### src/design/multi_stream_saturating_mix_buffer_macros.svh
// Assertion helpers shared by the mix buffer modules.
`ifndef MULTI_STREAM_SATURATING_MIX_BUFFER_MACROS_SVH
`define MULTI_STREAM_SATURATING_MIX_BUFFER_MACROS_SVH

// Same-cycle implication, checked out of reset.
`define MSMB_ASSERT_NOW(name, clk, rst_n, ante, cons) \
    name: assert property (@(posedge clk) disable iff (!rst_n) (ante) |-> (cons)) \
        else $error("msmb assertion failed");

// Next-cycle implication, checked out of reset.
`define MSMB_ASSERT_NEXT(name, clk, rst_n, ante, cons) \
    name: assert property (@(posedge clk) disable iff (!rst_n) (ante) |=> (cons)) \
        else $error("msmb assertion failed");

`endif

### src/design/msmb_pkg.sv
`timescale 1ns / 1ps
`default_nettype none

package msmb_pkg;

    localparam int DEPTH_DEF   = 4096;
    localparam int FLOWS_DEF   = 16;

    localparam int SAMPLE_W    = 16;
    localparam int SLOT_W      = 4;
    localparam int FRAME_LEN_W = 13;
    localparam int LEAD_GAP_W  = 12;
    localparam int POS_W       = 12;
    localparam int CFG_IDX_W   = 2;
    localparam int CFG_DATA_W  = 13;
    localparam int OUTQ_DEPTH  = 3;

    localparam logic [FRAME_LEN_W-1:0] FRAME_LEN_MAX = 13'd4096;
    localparam logic [FRAME_LEN_W-1:0] FRAME_LEN_RST = 13'd960;
    localparam logic [LEAD_GAP_W-1:0]  LEAD_GAP_RST  = 12'd144;
    localparam logic                   SILENCE_RST   = 1'b1;

    localparam logic signed [SAMPLE_W-1:0] MIX_MAX = 16'sh7FFF;
    localparam logic signed [SAMPLE_W-1:0] MIX_MIN = 16'sh8000;

    typedef enum logic {
        CMD_WRITE = 1'b0,
        CMD_PULL  = 1'b1
    } t_cmd;

    typedef enum logic [CFG_IDX_W-1:0] {
        CFG_FRAME_LEN = 2'd0,
        CFG_LEAD_GAP  = 2'd1,
        CFG_SILENCE   = 2'd2
    } t_cfg_idx;

    // Decoded item handed from control to the store pipeline.
    typedef struct packed {
        logic                       mem_en;
        logic                       is_pull;
        logic                       zero_cur;
        logic                       frame_last;
        logic                       dropped;
        logic signed [SAMPLE_W-1:0] sample;
    } t_op;

    typedef struct packed {
        logic signed [SAMPLE_W-1:0] mixed_sample;
        logic                       sample_valid;
        logic                       frame_last;
        logic                       dropped;
    } t_result;

endpackage

`default_nettype wire

### src/design/msmb_outq.sv
`timescale 1ns / 1ps
`default_nettype none

`include "multi_stream_saturating_mix_buffer_macros.svh"

module msmb_outq import msmb_pkg::*; (
    input  wire logic    i_clk,
    input  wire logic    i_rst_n,
    input  wire logic    i_push,
    input  wire t_result i_result,
    input  wire logic    i_inflight,
    input  wire logic    i_pop_ready,
    output logic         o_accept_ok,
    output logic         o_valid,
    output t_result      o_result
);

    localparam int PW = $clog2(OUTQ_DEPTH);
    localparam int CW = $clog2(OUTQ_DEPTH + 1);

    t_result       r_q [OUTQ_DEPTH];
    logic [PW-1:0] r_wr, r_rd;
    logic [CW-1:0] r_cnt;
    logic          pop;
    logic [CW:0]   claimed;

    always_comb begin
        o_valid  = r_cnt != '0;
        o_result = r_q[r_rd];
        pop      = o_valid && i_pop_ready;
        // room for the item in the mix stage plus one more
        claimed     = (CW + 1)'(r_cnt) + (CW + 1)'(i_inflight);
        o_accept_ok = claimed < (CW + 1)'(OUTQ_DEPTH);
    end

    always_ff @(posedge i_clk) begin
        if (!i_rst_n) begin
            r_wr  <= '0;
            r_rd  <= '0;
            r_cnt <= '0;
        end else begin
            if (i_push) begin
                r_wr <= (r_wr == PW'(OUTQ_DEPTH - 1)) ? '0 : r_wr + 1'b1;
            end
            if (pop) begin
                r_rd <= (r_rd == PW'(OUTQ_DEPTH - 1)) ? '0 : r_rd + 1'b1;
            end
            r_cnt <= r_cnt + CW'(i_push) - CW'(pop);
        end
    end

    always_ff @(posedge i_clk) begin
        if (i_push) begin
            r_q[r_wr] <= i_result;
        end
    end

    `MSMB_ASSERT_NOW(a_cnt_bound, i_clk, i_rst_n, 1'b1, r_cnt <= CW'(OUTQ_DEPTH))
    `MSMB_ASSERT_NOW(a_no_overflow, i_clk, i_rst_n,
        i_push, r_cnt != CW'(OUTQ_DEPTH) || pop)

endmodule

`default_nettype wire
### config.mk
export PLATFORM = sky130hd
export DESIGN_NAME = msmb_outq
export DESIGN_NICKNAME = d
export VERILOG_FILES = /design/src/design/msmb_pkg.sv /design/src/design/msmb_outq.sv
export VERILOG_INCLUDE_DIRS = /design/src /design/src/design
export SDC_FILE = /design/constraint.sdc
export NUM_CORES = 1
export LEC_CHECK = 0
export ABC_CLOCK_PERIOD_IN_PS = 2400
export BUFFER_PORTS_ARGS = -buffer_cell sky130_fd_sc_hd__buf_2
export CAP_MARGIN = 20
export CORE_ASPECT_RATIO = 1.25
export CORE_MARGIN = 2
export CORE_UTILIZATION = 49
export CTS_CLUSTER_SIZE = 24
export DETAILED_ROUTE_END_ITERATION = 12
export PLACE_DENSITY = 0.81
export SLEW_MARGIN = 10
export SYNTH_ARGS = -nofsm -noshare
export SYNTH_HDL_FRONTEND = slang
export SYNTH_SLANG_ARGS = --single-unit
export TNS_END_PERCENT = 30
### constraint.sdc
create_clock -name i_clk -period 2.4 [get_ports i_clk]
set_clock_uncertainty 0.2 [all_clocks]
set_input_delay 0.12 -clock i_clk [delete_from_list [all_inputs] [get_ports i_clk]]
set_output_delay 0.12 -clock i_clk [all_outputs]
set_load 0.02 [all_outputs]
==> key figures <==
Logic synthesis
  – Netlist cell types: 23
  – Mux cell area share after synthesis: 8.07%
  – Synthesized instance count: 161
  – Synth top area share: 69.0%
  – Simple-gate share of the synthesized area: 6.41%
  – Area contributors post-synth: edfxtp_1 (69%), mux2i_1 (8.1%), dfxtp_1 (6.5%), nand2_1 (3.5%), o21ai_0 (2.8%)
  – EDFF count, synth: 57
  – Register bit total from synthesis: 65
  – Post-synth top cells: edfxtp_1 (57), nand2_1 (23), mux2i_1 (20), o21ai_0 (14), o21ai_1 (11)
  – Yosys top cell by area: edfxtp_1
  – Register area share after synthesis: 75.5%
  – Synth Area in XOR/XNOR: 0%
  – Ys Warns: 0
  – Post-Syn Area: 2480 sq um
  – Largest family of logic cells by synthesized area: multiplexers
  – Synth Area in Adders: 1.51%
  – Compound-cell area share of the yosys netlist: 6.16%
  – Syn Area/Cell: 15.4 sq um
  – Mapped Nets: 188
  – Dominant synthesized flop cell: edfxtp_1
  – Most common cell in the synthesized netlist: edfxtp_1
  – Post-synth ARST share: 0%

Clock tree
  – H-tree levels: 3
  – Post-CTS Setup Inserts: 0
  – Clock slew at reported path FFs: 60 ps
  – Hold buffers post-CTS: 23
  – Clk_lat worst skew: 330 ps
  – Total CTS buffers: 9
  – CTS tree: built
  – CTS root buf: clkbuf_8
  – Clock sinks: 65
  – PostCTS Resize Cnt: 0
  – Clk buf depth: 2

Routing
  – Wire length on met2: 2360 um
  – Metal1 wirelength: 1620 um
  – Wire length per cell: 14.2 um
  – DR WL met3: 200 um
  – Antenna viol nets, final: 0
  – Initial DRT Pass Iterations: 4
  – Drt drc: 0
  – Vias per cell: 5.03
  – Initial DRC Count: 87
  – Max layer used: met4
  – Wirelength, routed: 4280 um
  – Routed vias: 1520

Pwr
  – PwrDens: 753 nW/um^2
  – Leak: 0.00115 uW
  – Total power: 2400 uW
  – Max rail drop VDD: 0.522 mV

Die
  – Initial core utilization: 51.7%
  – Row cnt: 28
  – # IOs: 45
  – Die height: 83.5 um
  – Chip Width: 67.6 um
  – Core area: 4800 sq um
  – DIE AREA: 5650 sq um

STA
  – Fin. max-slew vios: 0
  – Min cycle time layout: 1950 ps
  – Setup_tns: 0 ps
  – Slew @ Worst Pin: 455 ps
  – RSZ-0062 raised after global routing: false
  – Max Clk Rate: 0.512 GHz
  – Final Cycle Share: 81.4%
  – Final setup vio count: 0
  – Final hold vios: 0
  – Max-slew headroom: 69.6%
  – Post-route setup slack: 446 ps

Job
  – Max cap viols: 0

Global routing
  – Gr usage total: 16.8%
  – First-pass GRT wire length: 6710 um
  – Largest net degree at the start of global routing: 25
  – Antenna violations before repair: 0
  – Vias in the first global route: 1479
  – Grt ovf: 0

Place
  – Final HPWL DP: 2800 um
  – Routability congestion estimate from global placement: 0.683
  – Pre-CTS WS: 779 ps
  – Cells after DPL: 264
  – PortBufs: 44
  – Dpl cell area: 2780 sq um

Hold path
  – Worst Hold Class: reg -> reg

Setup path
  – Startpoint Class: register
  – Crit Path Max Fanout: 24
  – Req. time, crit path: 2080 ps
  – Crit path DAT: 1630 ps
  – R2R setup slack: 720 ps
  – Critical path type: reg -> out
  – Setup crit end kind: primary output

Run status
  – Status: completed

Finish
  – Fin cells: 302
  – N_diodes: 0
  – Final Net Count: 265
  – Layout cells sized above 1: 27.3%
  – Final instance area: 3190 sq um
  – Area growth syn-to-layout: 28.5%
-- cells by family after synthesis --
logic type,after synthesis
adders and majority gates,3
muxes,20
AOI/OAI and AO/OA,29
and+or+nand+nor,36
DFF,65
buffers and inverters,8
-- flip-flops by register name, summed over array words and instances, names as in the netlist, named ones only --
name	count
r_rd	2
r_cnt	2
r_q	57
r_wr	2
-- power breakdown --
part	switching [uW]	leakage (uW)	internal (uW)
Sequential	18.8	0.000593	1280
Clock	365	0.0000910	463
Combinational	155	0.000470	114
Total	538	0.00115	1860
-- critical path: stages, from the launching register on --
cell and delay, ps:
dfxtp_1 600, buf_4 330, nand2_1 70, o21ai_1 100, buf_2 190
-- layer usage --
metal | vias up | track usage [%]
li1 | 749 | -
met2 | 39 | 28.0
met5 | - | 0
met4 | 0 | 10.2
met3 | 10 | 5.80
met1 | 722 | 17.6
-- cells in the final DEF, fill, tap and decap left out, drive strengths merged --
cell type,count
nand3,3
nor2b,2
and2,1
ha,3
a21oi,1
nand2,23
dlygate4sd3,23
nand2b,1
nor3b,1
edfxtp,57
nand3b,1
dfxtp,8
mux2i,20
or2,1
inv,1
bufinv,1
a21boi,1
buf,50
nor2,3
clkbuf,10
o21ai,25
clkinv,4
o21a,2
-- path summary, 6_finish.rpt --
| kind | startpoint | to | cells past startpoint |
|---|---|---|---|
| max | register | o_result[9] | 4 |
| min | r_rd[1] | register | 2 |
| max reg2reg | r_wr[1] | r_wr[0] | 3 |
| min reg2reg | r_rd[1] | register | 2 |
-- cell type report --
cell class	instances	area, sq um
clock buffer	10	128
clock inverter	5	47.5
fill	324	1610
inverter	1	3.75
multi-input combinational	88	566
sequential	65	1870
tap	60	75.1
timing repair buffer	73	495
-- metrics by stage --
step	hold slack (ps)	util, %
floorplan	18.9	-
global placement	123	58.0
detailed placement	129	58.0
CTS	303	66.4
global route	319	66.4
finish	320	66.4
Power figures use the tool's default switching activity.
