===== config.mk =====
export PLATFORM = sky130hd
export DESIGN_NAME = msmb_ctrl
export DESIGN_NICKNAME = d
export VERILOG_FILES = /design/src/design/msmb_pkg.sv /design/src/design/msmb_ctrl.sv
export VERILOG_INCLUDE_DIRS = /design/src /design/src/design
export SDC_FILE = /design/constraint.sdc
export NUM_CORES = 1
export LEC_CHECK = 0
export ABC_AREA = 1
export BUFFER_PORTS_ARGS = -buffer_cell sky130_fd_sc_hd__buf_2
export CAP_MARGIN = 20
export CORE_UTILIZATION = 45
export CTS_CLUSTER_SIZE = 25
export DETAILED_ROUTE_END_ITERATION = 7
export GPL_TIMING_DRIVEN = 0
export PLACE_DENSITY = 0.67
export REMOVE_ABC_BUFFERS = 1
export SLEW_MARGIN = 10
export SYNTH_ARGS = -nofsm -noshare
export SYNTH_HDL_FRONTEND = slang
export SYNTH_SLANG_ARGS = --single-unit

===== constraint.sdc =====
create_clock -name i_clk -period 6.5 [get_ports i_clk]
set_clock_uncertainty 0.2 [all_clocks]
set_input_delay 0 -clock i_clk [delete_from_list [all_inputs] [get_ports i_clk]]
set_output_delay 0 -clock i_clk [all_outputs]
set_load 0.1 [all_outputs]

===== src/design/multi_stream_saturating_mix_buffer_macros.svh =====
// Assertion helpers shared by the mix buffer modules.
`ifndef MULTI_STREAM_SATURATING_MIX_BUFFER_MACROS_SVH
`define MULTI_STREAM_SATURATING_MIX_BUFFER_MACROS_SVH

// Same-cycle implication, checked out of reset.
`define MSMB_ASSERT_NOW(name, clk, rst_n, ante, cons) \
    name: assert property (@(posedge clk) disable iff (!rst_n) (ante) |-> (cons)) \
        else $error("msmb assertion failed");

// Next-cycle implication, checked out of reset.
`define MSMB_ASSERT_NEXT(name, clk, rst_n, ante, cons) \
    name: assert property (@(posedge clk) disable iff (!rst_n) (ante) |=> (cons)) \
        else $error("msmb assertion failed");

`endif


===== src/design/msmb_pkg.sv =====
`timescale 1ns / 1ps
`default_nettype none

package msmb_pkg;

    localparam int DEPTH_DEF   = 4096;
    localparam int FLOWS_DEF   = 16;

    localparam int SAMPLE_W    = 16;
    localparam int SLOT_W      = 4;
    localparam int FRAME_LEN_W = 13;
    localparam int LEAD_GAP_W  = 12;
    localparam int POS_W       = 12;
    localparam int CFG_IDX_W   = 2;
    localparam int CFG_DATA_W  = 13;
    localparam int OUTQ_DEPTH  = 3;

    localparam logic [FRAME_LEN_W-1:0] FRAME_LEN_MAX = 13'd4096;
    localparam logic [FRAME_LEN_W-1:0] FRAME_LEN_RST = 13'd960;
    localparam logic [LEAD_GAP_W-1:0]  LEAD_GAP_RST  = 12'd144;
    localparam logic                   SILENCE_RST   = 1'b1;

    localparam logic signed [SAMPLE_W-1:0] MIX_MAX = 16'sh7FFF;
    localparam logic signed [SAMPLE_W-1:0] MIX_MIN = 16'sh8000;

    typedef enum logic {
        CMD_WRITE = 1'b0,
        CMD_PULL  = 1'b1
    } t_cmd;

    typedef enum logic [CFG_IDX_W-1:0] {
        CFG_FRAME_LEN = 2'd0,
        CFG_LEAD_GAP  = 2'd1,
        CFG_SILENCE   = 2'd2
    } t_cfg_idx;

    // Decoded item handed from control to the store pipeline.
    typedef struct packed {
        logic                       mem_en;
        logic                       is_pull;
        logic                       zero_cur;
        logic                       frame_last;
        logic                       dropped;
        logic signed [SAMPLE_W-1:0] sample;
    } t_op;

    typedef struct packed {
        logic signed [SAMPLE_W-1:0] mixed_sample;
        logic                       sample_valid;
        logic                       frame_last;
        logic                       dropped;
    } t_result;

endpackage

`default_nettype wire


===== src/design/msmb_ctrl.sv =====
`timescale 1ns / 1ps
`default_nettype none

`include "multi_stream_saturating_mix_buffer_macros.svh"

module msmb_ctrl import msmb_pkg::*; #(
    parameter int DEPTH = DEPTH_DEF,
    parameter int FLOWS = FLOWS_DEF
) (
    input  wire logic                       i_clk,
    input  wire logic                       i_rst_n,
    input  wire logic                       i_accept,
    input  wire logic                       i_command,
    input  wire logic [SLOT_W-1:0]          i_slot,
    input  wire logic signed [SAMPLE_W-1:0] i_sample,
    input  wire logic                       i_cfg_we,
    input  wire logic [CFG_IDX_W-1:0]       i_cfg_index,
    input  wire logic [CFG_DATA_W-1:0]      i_cfg_data,
    output t_op                             o_op,
    output logic [$clog2(DEPTH)-1:0]        o_addr
);

    localparam int AW      = $clog2(DEPTH);
    localparam int FW      = AW + 1;
    localparam int OFS_W   = (AW + 1 > LEAD_GAP_W) ? AW + 1 : LEAD_GAP_W;
    localparam int SLOT_IW = (FLOWS > 1) ? $clog2(FLOWS) : 1;

    logic [FRAME_LEN_W-1:0] r_frame_len;
    logic [LEAD_GAP_W-1:0]  r_lead_gap;
    logic                   r_silence;

    logic [AW-1:0]    r_head, n_head;
    logic [FW-1:0]    r_fill, n_fill;
    logic [POS_W-1:0] r_pos,  n_pos;
    logic [OFS_W-1:0] r_off [FLOWS];
    logic [OFS_W-1:0] n_off [FLOWS];
    logic             r_act [FLOWS];
    logic             n_act [FLOWS];

    logic [31:0]          slot32;
    logic [SLOT_IW-1:0]   slot_idx;
    logic                 slot_ok;
    logic [OFS_W-1:0]     lead_ext;
    logic [OFS_W-1:0]     p;
    logic [OFS_W-1:0]     p_inc;
    logic                 beyond;
    logic [AW:0]          addr_sum;
    logic [FRAME_LEN_W-1:0] flen;
    logic [FRAME_LEN_W-1:0] pos_inc;
    logic                 idle_pull;

    always_comb begin
        slot32   = 32'(i_slot);
        slot_ok  = slot32 < 32'(FLOWS);
        slot_idx = slot32[SLOT_IW-1:0];
        lead_ext = OFS_W'(r_lead_gap);
        p        = (slot_ok && r_act[slot_idx]) ? r_off[slot_idx] : lead_ext;
        p_inc    = p + 1'b1;
        beyond   = {1'b0, p} >= (OFS_W + 1)'(DEPTH);
        addr_sum = {1'b0, r_head} + {1'b0, p[AW-1:0]};
        if (addr_sum >= (AW + 1)'(DEPTH)) begin
            addr_sum = addr_sum - (AW + 1)'(DEPTH);
        end

        // zero length runs as one, anything past 4096 as 4096
        if (r_frame_len == '0) begin
            flen = FRAME_LEN_W'(1);
        end else if (r_frame_len > FRAME_LEN_MAX) begin
            flen = FRAME_LEN_MAX;
        end else begin
            flen = r_frame_len;
        end
        pos_inc   = FRAME_LEN_W'(r_pos) + 1'b1;
        idle_pull = (r_pos == '0) && (r_fill == '0) && !r_silence;

        n_head = r_head;
        n_fill = r_fill;
        n_pos  = r_pos;
        for (int i = 0; i < FLOWS; i++) begin
            n_off[i] = r_off[i];
            n_act[i] = r_act[i];
        end
        o_op        = '0;
        o_op.sample = i_sample;
        o_addr      = r_head;

        if (i_command == CMD_WRITE) begin
            if (!slot_ok) begin
                o_op.dropped = 1'b1;
            end else begin
                n_act[slot_idx] = 1'b1;
                n_off[slot_idx] = p;
                if (beyond) begin
                    o_op.dropped = 1'b1;
                end else begin
                    o_op.mem_en     = 1'b1;
                    o_op.zero_cur   = !(p < OFS_W'(r_fill));
                    o_addr          = addr_sum[AW-1:0];
                    n_off[slot_idx] = p_inc;
                    if (p_inc > OFS_W'(r_fill)) begin
                        n_fill = p_inc[FW-1:0];
                    end
                end
            end
        end else if (!idle_pull) begin
            o_op.mem_en   = 1'b1;
            o_op.is_pull  = 1'b1;
            o_op.zero_cur = (r_fill == '0);
            n_head = (r_head == AW'(DEPTH - 1)) ? '0 : r_head + 1'b1;
            if (r_fill != '0) begin
                n_fill = r_fill - 1'b1;
            end
            for (int i = 0; i < FLOWS; i++) begin
                if (r_act[i]) begin
                    n_off[i] = (r_off[i] != '0 && (r_off[i] - 1'b1) > lead_ext)
                             ? r_off[i] - 1'b1 : lead_ext;
                end
            end
            if (pos_inc >= flen) begin
                n_pos           = '0;
                o_op.frame_last = 1'b1;
            end else begin
                n_pos = pos_inc[POS_W-1:0];
            end
        end
    end

    always_ff @(posedge i_clk) begin
        if (!i_rst_n) begin
            r_head      <= '0;
            r_fill      <= '0;
            r_pos       <= '0;
            r_frame_len <= FRAME_LEN_RST;
            r_lead_gap  <= LEAD_GAP_RST;
            r_silence   <= SILENCE_RST;
            for (int i = 0; i < FLOWS; i++) begin
                r_off[i] <= '0;
                r_act[i] <= 1'b0;
            end
        end else begin
            if (i_accept) begin
                r_head <= n_head;
                r_fill <= n_fill;
                r_pos  <= n_pos;
                for (int i = 0; i < FLOWS; i++) begin
                    r_off[i] <= n_off[i];
                    r_act[i] <= n_act[i];
                end
            end
            if (i_cfg_we) begin
                unique case (i_cfg_index)
                    CFG_FRAME_LEN: r_frame_len <= i_cfg_data;
                    CFG_LEAD_GAP:  r_lead_gap  <= i_cfg_data[LEAD_GAP_W-1:0];
                    CFG_SILENCE:   r_silence   <= i_cfg_data[0];
                    default: ;
                endcase
            end
        end
    end

    `MSMB_ASSERT_NOW(a_fill_in_range, i_clk, i_rst_n, 1'b1, r_fill <= FW'(DEPTH))
    `MSMB_ASSERT_NEXT(a_pull_drains, i_clk, i_rst_n,
        i_accept && i_command == CMD_PULL && r_fill != '0, r_fill == $past(r_fill) - 1'b1)

endmodule

`default_nettype wire


==> flow_summary.toml <==
[grt]
grt_pass1_wl_mm = 179
grt_max_degree = 121
antenna_found_initial = 1
grt_pass1_vias = 30400
grt_usage = 0.330
gr-total-overflow = 0

[timing]
setup_violations = 0
layout_min_cycle_time_ps = 6080
maxSlewViolCount = 0
worstMarginPinSlew_ps = 1320
final.setup.tns_ps = 0
fmax_mhz = 164
finalHoldViolations = 0
whs_ps = 75.3
fin_ws_ps = 418
max-slew-margin-rel = 0.122
fin_crit_sh = 0.936
grt_setup_unrepaired = "false"

[yosys]
async_flop_share = 0
synth_most_common_cell = "nand2_1"
netlist_instances = 4772
synth.avg_cell_area_um2 = 6.49
yosysWarningCount = 0
synth_edf_count = 224
synth.area.top_cells = "edfxtp_1 22%, nand2_1 18%, ha_1 11%"
yosys_most_used_dff = "edfxtp_1"
netlist_area_um2 = 31000
ys_seq_elements = 287
synth_common_cells = "1466 x nand2_1, 546 x inv_1, 402 x nor2_1, 391 x a21oi_1, 267 x nand3_1"
yosysSeqAreaShare = 0.258
synth_top_area_share = 0.217
synth_top_area_cell = "edfxtp_1"
yosys.cell_types.count = 56

[clocking]
worstSkewPairLatency_ps = 580
cts_buffers = 40
cts_root_buf = "clkbuf_16"
cts.sinks = 287
cts_tree = "built"
clkTransAtPathRegs_ps = 50
htree_levels = 2
post-cts-setup-buffer-count = 0
ctsLongestPathBuffers = 3

[hold_path]
hold_path_class = "primary input to register"

[placement]
pre_cts_slack_ps = -1660
placed_cells = 5496
place_congestion = 0.963
dpl_cell_area_um2 = 32000
dp_hpwl_mm = 80.2
port_buffers = 40

[detailed_routing]
drtIter0Drc = 4401
post_drt_wl_per_cell_um = 21.0
vias_per_cell = 5.86
drt_wl_total_mm = 118
vias = 32900
drc_errors = 0
dr.pass1.iters = 8
ant_nets = 0

[layout]
flow.area_growth_from_synthesis_pct = 8.90
drive_above_1_share = 0.0486
fin_util = 0.499
final_cell_area_um2 = 33700
fin_cells = 5609
fillers = 6908
num-nets-final = 5016

[setup_path]
cp.arrival_ps = 6340
worstPathMaxFanout = 58
critPathRequiredTime_ps = 6750
crit_path_end_kind = "register"
cpMostUsedCell = "nand2_1"
startpoint_type = "primary input"
crit_type = "primary input to register"
critPathSlowestCell = "nand2_2"
critPathMaxStageDelay_ps = 570

[die]
rows = 95
die_h_um = 264
design.core.area_um2 = 67600
pin_count = 73
fp.dieW_um = 264
die_area_um2 = 69900
start_util = 0.458

[job]
cap_violations = 0

[power_and_ir_drop]
vdd_drop_max_mv = 0.205
p_leak_nw = 16.1
powerDensity_nw_per_um2 = 247
total_power_mw = 8.33

[status]
status = "complete, no violations"
==> layout by cell type, fill, tap and decap left out, drive strengths merged, types with 109 or more instances in the layout <==
cell and instances:
o211ai 109, nand2 1489, o21ai 249, inv 556, edfxtp 224, a21oi 393, xor2 160, ha 264
nand3 278, nor2 418
==> kinds of logic (layout without fill, tap and decap cells) <==
kind of cell               Yosys count  after routing  share of synthesized area
AOI/OAI and AO/OA                  854            854                      0.155
xor gates and xnor gates           183            183                     0.0520
adders and majority gates          265            265                      0.107
buffers and inverters              794            757                      0.105
DFF                                287            287                      0.258
other                                0              1                          0
and+or+nand+nor                   2389           2389                      0.323
==> routing by layer <==
metal	track usage	vias up	wire length, µm
met3	0.0700	311	14700
met4	0.156	0	6130
li1	-	15700	-
met1	0.448	15100	47900
met2	0.498	1823	49300
met5	0	-	0
==> worst max-delay path, delay by kind of cell <==
family          cells  cell delay [ps]
fa+ha+maj           2              450
compound gates      5              650
buf+inv             7             1570
simple gates       17             3530
==> worst paths after layout <==
kind	startpoint	cells after the start	slack (ps)	to
max	i_slot[0]	31	420	r_fill[4]
min reg2reg	r_pos[10]	2	290	r_pos[10]
max reg2reg	r_off[8][0]	28	650	r_fill[4]
min	i_cfg_data[12]	4	80	r_frame_len[12]
==> what timing repair did <==
item                                    4_1_cts  5_1_grt
gates resized for setup                       4        4
hold buffers                                 44        0
pin swaps                                     0        0
endpoints found under the setup margin       13       10
endpoints found under the hold margin       101        0
==> power breakdown <==
group | total (mW) | switching [mW] | internal (mW)
logic | 3.65 | 2.46 | 1.20
clock network | 2.16 | 0.906 | 1.26
registers | 2.52 | 0.268 | 2.25
==> registers in the layout, indices dropped and copies added, names as in the netlist <==
register and flops:
r_act 16, r_head 12, r_silence 1, r_fill 13, r_lead_gap 12, r_frame_len 13, r_off 208, r_pos 12
==> layout make-up <==
type                       instances  area [µm²]  area share
antenna                            1        2.50   0.0000742
clock buffer                      59        1150      0.0342
clock inverter                     7        60.1     0.00178
inverter                         570        2160      0.0642
multi-input combinational       3691       19900       0.589
sequential                       287        7990       0.237
tap                              873        1090      0.0324
timing repair buffer             121        1410      0.0416
No activity file was read; power rests on OpenSTA's default activity.
